--- config.mk ---
export PLATFORM = sky130hd
export DESIGN_NAME = rational_fraction_alu
export DESIGN_NICKNAME = d
export VERILOG_FILES = /design/src/hdl/rfa_pkg.sv /design/src/hdl/rfa_ctrl.sv /design/src/hdl/rfa_dp.sv /design/src/hdl/rational_fraction_alu.sv
export SDC_FILE = /design/constraint.sdc
export NUM_CORES = 2
export LEC_CHECK = 0
export BUFFER_PORTS_ARGS = -buffer_cell sky130_fd_sc_hd__buf_2
export CORE_MARGIN = 5
export CORE_UTILIZATION = 30
export CTS_CLUSTER_DIAMETER = 30
export DETAILED_ROUTE_END_ITERATION = 16
export PLACE_DENSITY = 0.5
export SETUP_SLACK_MARGIN = 0.3
export SLEW_MARGIN = 20
export SYNTH_ARGS = -nofsm -noshare
export SYNTH_HDL_FRONTEND = slang
export SYNTH_SLANG_ARGS = --single-unit
--- constraint.sdc ---
create_clock -name clk -period 13.9 [get_ports clk]
set_input_delay 2.78 -clock clk [delete_from_list [all_inputs] [get_ports clk]]
set_output_delay 2.78 -clock clk [all_outputs]
set_load 0.05 [all_outputs]
--- src/hdl/rfa_pkg.sv ---
// Shared types, constants and commands for the rational fraction ALU.
package rfa_pkg;
  localparam int OW = 16;
  localparam int MW = 2 * OW + 1;
  localparam int NW = 32;
  localparam int DW = 30;
  localparam int CW = $clog2(MW + 1);

  typedef enum logic [2:0] {
    CMD_ADD = 3'd0,
    CMD_SUB = 3'd1,
    CMD_MUL = 3'd2,
    CMD_INV = 3'd3,
    CMD_RED = 3'd4,
    CMD_EQ  = 3'd5
  } cmd_t;

  typedef enum logic [2:0] {
    ST_IDLE,
    ST_MUL,
    ST_SUM,
    ST_GCD,
    ST_DIVN,
    ST_DIVD,
    ST_OUT
  } state_t;

  typedef struct packed {
    logic load;
    logic mul;
    logic sum;
    logic gcd_init;
    logic gcd_step;
    logic div_init;
    logic div_step;
    logic div_sel_den;
    logic fin;
  } ctl_t;

  typedef struct packed {
    logic direct;
    logic zero_den;
    logic gcd_done;
    logic div_done;
  } sts_t;
endpackage

--- src/hdl/rfa_ctrl.sv ---
// Sequencer for the rational fraction ALU.
module rfa_ctrl import rfa_pkg::*; (
  input  logic clk,
  input  logic rst,
  input  logic in_valid,
  output logic in_ready,
  output logic out_valid,
  input  logic out_ready,
  output ctl_t ctl,
  input  sts_t sts
);
  state_t state, state_next;
  logic out_busy, out_busy_next;

  always_ff @(posedge clk) begin
    if (rst) begin
      state <= ST_IDLE;
      out_busy <= 1'b0;
    end else begin
      state <= state_next;
      out_busy <= out_busy_next;
    end
  end

  assign out_valid = out_busy;

  always_comb begin
    state_next = state;
    ctl = '0;
    in_ready = 1'b0;
    out_busy_next = out_busy && !out_ready;
    unique case (state)
      ST_IDLE: begin
        in_ready = 1'b1;
        if (in_valid) begin
          ctl.load = 1'b1;
          state_next = ST_MUL;
        end
      end
      ST_MUL: begin
        ctl.mul = 1'b1;
        state_next = ST_SUM;
      end
      ST_SUM: begin
        ctl.sum = 1'b1;
        state_next = ST_GCD;
      end
      ST_GCD: begin
        if (sts.direct || sts.zero_den) state_next = ST_OUT;
        else if (sts.gcd_done) begin
          ctl.div_init = 1'b1;
          state_next = ST_DIVN;
        end else ctl.gcd_step = 1'b1;
      end
      ST_DIVN: begin
        if (sts.div_done) begin
          ctl.div_init = 1'b1;
          ctl.div_sel_den = 1'b1;
          state_next = ST_DIVD;
        end else ctl.div_step = 1'b1;
      end
      ST_DIVD: begin
        ctl.div_sel_den = 1'b1;
        if (sts.div_done) state_next = ST_OUT;
        else ctl.div_step = 1'b1;
      end
      ST_OUT: begin
        if (!out_busy || out_ready) begin
          ctl.fin = 1'b1;
          out_busy_next = 1'b1;
          state_next = ST_IDLE;
        end
      end
      default: state_next = ST_IDLE;
    endcase
    if (state == ST_SUM) ctl.gcd_init = 1'b1;
  end

  a_fin_only_out: assert property (@(posedge clk) disable iff (rst)
    ctl.fin |-> state == ST_OUT) else $error("finish outside output state");
  a_out_hold: assert property (@(posedge clk) disable iff (rst)
    out_valid && !out_ready |=> out_valid) else $error("result beat dropped");
  a_fin_valid: assert property (@(posedge clk) disable iff (rst)
    ctl.fin |=> out_valid) else $error("finish without valid");
endmodule

--- src/hdl/rfa_dp.sv ---
// Datapath: cross products, binary gcd and restoring division by the gcd.
module rfa_dp import rfa_pkg::*; (
  input  logic clk,
  input  logic [2:0] command,
  input  logic signed [OW-1:0] a_num,
  input  logic signed [OW-1:0] a_den,
  input  logic signed [OW-1:0] b_num,
  input  logic signed [OW-1:0] b_den,
  input  ctl_t ctl,
  output sts_t sts,
  output logic signed [NW-1:0] res_num,
  output logic [DW-1:0] res_den,
  output logic is_equal,
  output logic is_zero,
  output logic div_error
);
  logic [2:0] cmd;
  logic [OW:0] an, ad, bn, bd;
  logic ans, ads, bns, bds;
  logic eq;
  logic [MW-1:0] p1, p2, pd;
  logic p1s, p2s, pds;
  logic [MW-1:0] nm, dn;
  logic nms, dns;
  logic [MW-1:0] gx, gy;
  logic [CW-1:0] gsh;
  logic [MW-1:0] g;
  logic [MW-1:0] q, rem, dvd;
  logic [CW-1:0] cnt;
  logic [MW-1:0] qn;
  logic direct;

  function automatic logic [OW:0] mag(input logic [OW-1:0] v);
    return v[OW-1] ? (OW+1)'(-$signed({v[OW-1], v})) : {1'b0, v};
  endfunction

  logic [MW-1:0] s_mag;
  logic s_neg;
  logic [MW-1:0] gd;
  logic [MW:0] trial;
  logic [MW-1:0] rden;
  logic rneg;

  always_comb begin
    if (p1s == p2s) begin
      s_mag = p1 + p2; s_neg = p1s;
    end else if (p1 >= p2) begin
      s_mag = p1 - p2; s_neg = p1s;
    end else begin
      s_mag = p2 - p1; s_neg = p2s;
    end
    gd = (gx > gy) ? gx - gy : gy - gx;
    g = gx << gsh;
    trial = {rem, dvd[MW-1]} - {1'b0, g};
  end

  assign direct = (cmd != CMD_ADD) && (cmd != CMD_SUB) && (cmd != CMD_MUL) &&
                  (cmd != CMD_INV) && (cmd != CMD_RED);
  assign sts.direct = direct;
  assign sts.zero_den = (dn == '0);
  assign sts.gcd_done = (gx == gy) || (gy == '0) || (gx == '0);
  assign sts.div_done = (cnt == '0);

  always_ff @(posedge clk) begin
    if (ctl.load) begin
      cmd <= command;
      an <= mag(a_num); ans <= a_num[OW-1];
      ad <= mag(a_den); ads <= a_den[OW-1];
      bn <= mag(b_num); bns <= b_num[OW-1] ^ (command == CMD_SUB);
      bd <= mag(b_den); bds <= b_den[OW-1];
      eq <= ((a_num == '0) && (b_num == '0)) || ((a_num == b_num) && (a_den == b_den));
    end
    if (ctl.mul) begin
      if (cmd == CMD_MUL) begin
        p1 <= MW'(an * bn); p1s <= ans ^ bns;
      end else begin
        p1 <= MW'(an * bd); p1s <= ans ^ bds;
      end
      p2 <= MW'(bn * ad); p2s <= bns ^ ads;
      pd <= MW'(ad * bd); pds <= ads ^ bds;
    end
    if (ctl.sum) begin
      unique case (cmd)
        CMD_ADD, CMD_SUB: begin nm <= s_mag; nms <= s_neg; dn <= pd; dns <= pds; end
        CMD_MUL: begin nm <= p1; nms <= p1s; dn <= pd; dns <= pds; end
        CMD_INV: begin nm <= MW'(ad); nms <= ads; dn <= MW'(an); dns <= ans; end
        default: begin nm <= MW'(an); nms <= ans; dn <= MW'(ad); dns <= ads; end
      endcase
    end
    if (ctl.gcd_init) begin
      gsh <= '0;
      unique case (cmd)
        CMD_ADD, CMD_SUB: begin gx <= s_mag; gy <= pd; end
        CMD_MUL: begin gx <= p1; gy <= pd; end
        CMD_INV: begin gx <= MW'(ad); gy <= MW'(an); end
        default: begin gx <= MW'(an); gy <= MW'(ad); end
      endcase
    end else if (ctl.gcd_step) begin
      if (!gx[0] && !gy[0]) begin
        gx <= gx >> 1; gy <= gy >> 1; gsh <= gsh + 1'b1;
      end else if (!gx[0]) gx <= gx >> 1;
      else if (!gy[0]) gy <= gy >> 1;
      else if (gx > gy) gx <= gd;
      else gy <= gd;
    end else if (ctl.div_init && !ctl.div_sel_den) begin
      if (gx == '0) gx <= gy;
    end
    if (ctl.div_init) begin
      dvd <= ctl.div_sel_den ? dn : nm;
      rem <= '0;
      q <= '0;
      cnt <= CW'(MW);
      if (ctl.div_sel_den) qn <= q;
    end else if (ctl.div_step) begin
      dvd <= dvd << 1;
      cnt <= cnt - 1'b1;
      if (!trial[MW]) begin
        rem <= trial[MW-1:0]; q <= {q[MW-2:0], 1'b1};
      end else begin
        rem <= {rem[MW-2:0], dvd[MW-1]}; q <= {q[MW-2:0], 1'b0};
      end
    end
    if (ctl.fin) begin
      is_equal <= 1'b0; res_num <= '0; res_den <= '0; is_zero <= 1'b0; div_error <= 1'b0;
      if (cmd == CMD_EQ) is_equal <= eq;
      else if (!direct) begin
        if (dn == '0) div_error <= 1'b1;
        else begin
          res_num <= rneg ? NW'(-qn) : NW'(qn);
          res_den <= (rden > MW'({DW{1'b1}})) ? {DW{1'b1}} : DW'(rden);
          is_zero <= (qn == '0);
        end
      end
    end
  end

  assign rden = q;
  assign rneg = (qn != '0) && (nms != dns);

  a_gcd_nonzero: assert property (@(posedge clk)
    ctl.div_step |-> g != '0) else $error("divide by zero gcd");
  a_div_count: assert property (@(posedge clk)
    ctl.div_init |=> cnt == CW'(MW)) else $error("division count not loaded");
  a_flags_exclusive: assert property (@(posedge clk)
    ctl.fin |=> !(div_error && is_zero)) else $error("error and zero flags together");
endmodule

--- src/hdl/rational_fraction_alu.sv ---
// Top level of the rational fraction ALU.
// Flow: compare, unused commands and zero denominators go from the gcd state straight
// to the output state; all other commands run the binary gcd loop and then two 33-step
// restoring divisions, first of the numerator and then of the denominator.
// Throughput: one item at a time, the next accepted in the cycle after the result is
// loaded; a finished result waits in the output register.
// Reset: synchronous rst returns the sequencer to idle and drops out_valid.
module rational_fraction_alu import rfa_pkg::*; (
  input  logic clk,
  input  logic rst,
  input  logic in_valid,
  output logic in_ready,
  input  logic [2:0] command,
  input  logic signed [OW-1:0] a_num,
  input  logic signed [OW-1:0] a_den,
  input  logic signed [OW-1:0] b_num,
  input  logic signed [OW-1:0] b_den,
  output logic out_valid,
  input  logic out_ready,
  output logic signed [NW-1:0] res_num,
  output logic [DW-1:0] res_den,
  output logic is_equal,
  output logic is_zero,
  output logic div_error
);
  ctl_t ctl;
  sts_t sts;

  rfa_ctrl u_ctrl (.clk, .rst, .in_valid, .in_ready, .out_valid, .out_ready,
    .ctl, .sts);
  rfa_dp u_dp (.clk, .command, .a_num, .a_den, .b_num, .b_den, .ctl, .sts,
    .res_num, .res_den, .is_equal, .is_zero, .div_error);
endmodule
==> metrics.csv <==
stage;metric;value;unit
timing;slew_viol_final;0;
synthesis;ys_ff_latch;525;
critical_path;path_max_fanout;18;
synthesis;synth_area;72500;µm²
synthesis;synth.area.top_cells;fa_1 25%, edfxtp_1 18%, ha_1 11%, inv_1 7.1%, nand2_1 6.0%;
synthesis;yosys.area.top_type;fa_1;
global_route;grt_pass1_vias;61200;
run_status;status;finished clean;
cts;clk_latency;800;ps
place;gp_congestion;0.914;
timing;relSlewSlack;0.187;
detailed_routing;detail_route.wl_per_cell;21.7;µm
finish;final_area;81100;µm²
cts;cts-root-buf;clkbuf_16;
floorplanning;die_h;501;µm
critical_path;worst_r2r_endpoint;u_dp.p2[32];
critical_path;critPathKind;flip-flop to flip-flop;
critical_path;required;14430;ps
synthesis;avgSynthCellArea;8.88;µm²
detailed_routing;drt_first_pass_iters;6;
critical_path;critical_path.most_common_cell;fa_1;
place;place_area;76400;µm²
synthesis;syn_inst;8165;
finish;syn_to_final_growth;11.9;%
timing;finalClockSkew;78.1;ps
synthesis;synthArstFlopShare;0;
synthesis;yosysSeqAreaShare;0.206;
global_route;grt-ovfl-total;0;
cts;htree_levels;4;
worst_hold_path;hp-start;u_dp.q[32];
detailed_routing;drc_errors;0;
detailed_routing;first_iter_violations;4072;
cts;clkSinkCount;525;
timing;setup_viol;0;
synthesis;synth-main-ff-cell;edfxtp_1;
synthesis;yosysMostFrequentCell;inv_1;
synthesis;ys_warn_count;0;
timing;fin_crit;7300;ps
cts;path_clk_slew;40;ps
flow_run;cap_violations;0;
critical_path;start_kind;flip-flop;
finish;multi_input_area;50800;µm²
synthesis;ys_types;84;
detailed_routing;routed_wirelength;248000;µm
worst_hold_path;hold_path_end;u_dp.qn[32];
detailed_routing;ant_nets;0;
timing;tns;0;ps
critical_path;path_cells;buf_4 > nand2_1 > fa_1 > inv_1 > fa_1 > inv_1 > fa_1 > inv_1 > fa_1 > fa_1 > inv_1 > fa_1 > inv_1 > ha_1 > a211o_1 > a21oi_1 > o21bai_1 > o41ai_1 > a41o_1 > nand3_1 > o21ai_0 > a21oi_1 > xnor2_1;
critical_path;critPathBufInv;6;
cts;cts_setup_buffers;0;
global_route;grt_pass1_wl;379000;µm
detailed_routing;routed_via_density;5.08;
place;hpwlAfterDp;186000;µm
cts;cts-resized-gates;0;
synthesis;synth_edf_count;443;
critical_path;cpPeakStageDelay;850;ps
floorplanning;row_count;180;
timing;fin_crit_sh;0.525;
floorplanning;io_pins;138;
place;port_buffers;137;
cts;cts_hold_buffers;0;
cts;ctsLongestPathBuffers;3;
synthesis;netlist.area_leader.share;0.248;
floorplanning;core_area;241000;µm²
finish;drive_above_1_share;0.0697;
critical_path;worstSetupEndpointType;flip-flop;
synthesis;synth_commonest_cells;1,367 x inv_1, 1,149 x nand2_1, 898 x fa_1, 621 x ha_1, 521 x and2_1;
floorplanning;die-area;251000;µm²
timing;worstMarginPinSlew;1210;ps
floorplanning;initial_core_util;0.301;
finish;nFillCells;25000;
global_route;grt_max_degree;79;
detailed_routing;vias;57900;
floorplanning;die_w;501;µm
global_route;grt_util_all_layers;0.196;
cts;cts_tree;built;
finish;nNetsFinal;9698;
timing;hold_viol;0;
global_route;antenna_found_initial;17;
worst_hold_path;min_path_type;flip-flop to flip-flop;
cts;cts_made_buffers;136;
critical_path;critPathTopFamily;adder cells;
timing;rsz0062_at_grt;no;
finish;regArea;14900;µm²
critical_path;crit_slowest_cell;edfxtp_1;
timing;fmax;0.137;GHz
worst_hold_path;whs_path_depth;0;
critical_path;r2r_cells;23;
critical_path;rrSetupSlack;6600;ps
critical_path;r2r_start;u_dp.bn[12];
critical_path;arrival;7840;ps
==> worst max path at each step <==
stage | slack [ps] | end | depth (start not counted) | start
after global routing | 6210 | u_dp.pd[24] | 24 | u_dp.ad[13]
after global placement | 6560 | u_dp.p2[32] | 23 | u_dp.bn[12]
after CTS | 6610 | u_dp.p2[32] | 23 | u_dp.bn[12]
after detailed placement | 6560 | u_dp.p2[32] | 23 | u_dp.bn[12]
final | 6600 | u_dp.p2[32] | 23 | u_dp.bn[12]
after floorplan | 5160 | u_dp.p1[0] | 2 | u_ctrl.state[0]
==> logic make-up after synthesis <==
group                      Yosys count  synth area share
adders and majority gates         1519             0.355
DFF                                525             0.206
other                                1         0.0000517
and+or+nand+nor                   2481             0.161
muxes                              140            0.0227
xor gates and xnor gates           366            0.0442
AOI/OAI and AO/OA                 1309             0.116
buffers and inverters             1824            0.0948
==> flip-flops by register name, indices dropped and copies added (netlist names), 3 cells and up <==
register	cells
u_ctrl.state	3
u_dp.p2	33
u_dp.rem	33
u_dp.res_den	30
u_dp.gy	33
u_dp.pd	33
u_dp.an	17
u_dp.qn	33
u_dp.nm	33
u_dp.q	33
u_dp.dn	33
u_dp.ad	17
u_dp.res_num	32
u_dp.dvd	33
u_dp.bn	17
u_dp.gx	33
u_dp.cmd	3
u_dp.gsh	6
u_dp.p1	33
u_dp.bd	17
u_dp.cnt	6
==> routing by layer <==
metal / wire length, µm / track usage
met1: 106000 / 0.252
met2: 116000 / 0.329
met3: 15400 / 0.0353
met4: 10300 / 0.0758
met5: 72 / 0
==> layout by cell type, fill, tap and decap left out, types with 21 or more instances in the layout <==
cell and count:
a211oi_1 39, a21o_1 124, a21oi_1 330, a221oi_1 29
a222oi_1 23, a22oi_1 39, a31oi_1 32, and2_1 520
and3_1 21, buf_2 138, buf_4 118, clkbuf_16 137
clkinv_2 29, dfxtp_1 81, edfxtp_1 443, fa_1 898
ha_1 621, inv_1 1367, mux2i_1 105, nand2_1 1148
nand2b_1 49, nand3_1 81, nand4_1 53, nor2_1 355
nor2b_1 44, nor3_1 60, nor4_1 49, o211ai_1 38
o21a_1 34, o21ai_0 345, o21bai_1 61, o22ai_1 22
o31ai_1 40, o41ai_1 23, or3_1 30, xnor2_1 268
xor2_1 95
==> cell type report <==
cell class | instances | area share
clock buffer | 152 | 0.0433
sequential | 525 | 0.184
antenna | 4 | 0.000123
clock inverter | 98 | 0.0143
tap | 3185 | 0.0491
timing repair buffer | 256 | 0.0194
inverter | 1370 | 0.0634
multi-input combinational | 5819 | 0.626
==> through the flow <==
step | hold slack (ps) | utilization | setup WS, ps | instances
after floorplan | 422 | - | 5160 | 8168
after global placement | 440 | 0.318 | 6560 | 11200
after detailed placement | 456 | 0.318 | 6560 | 11200
after CTS | 464 | 0.337 | 6610 | 11400
after global routing | 483 | 0.337 | 6210 | 11400
final | 464 | 0.337 | 6600 | 11400
Power is not shown: default switching activity piles up to over one toggle a cycle in this logic, so the estimate is an artifact.
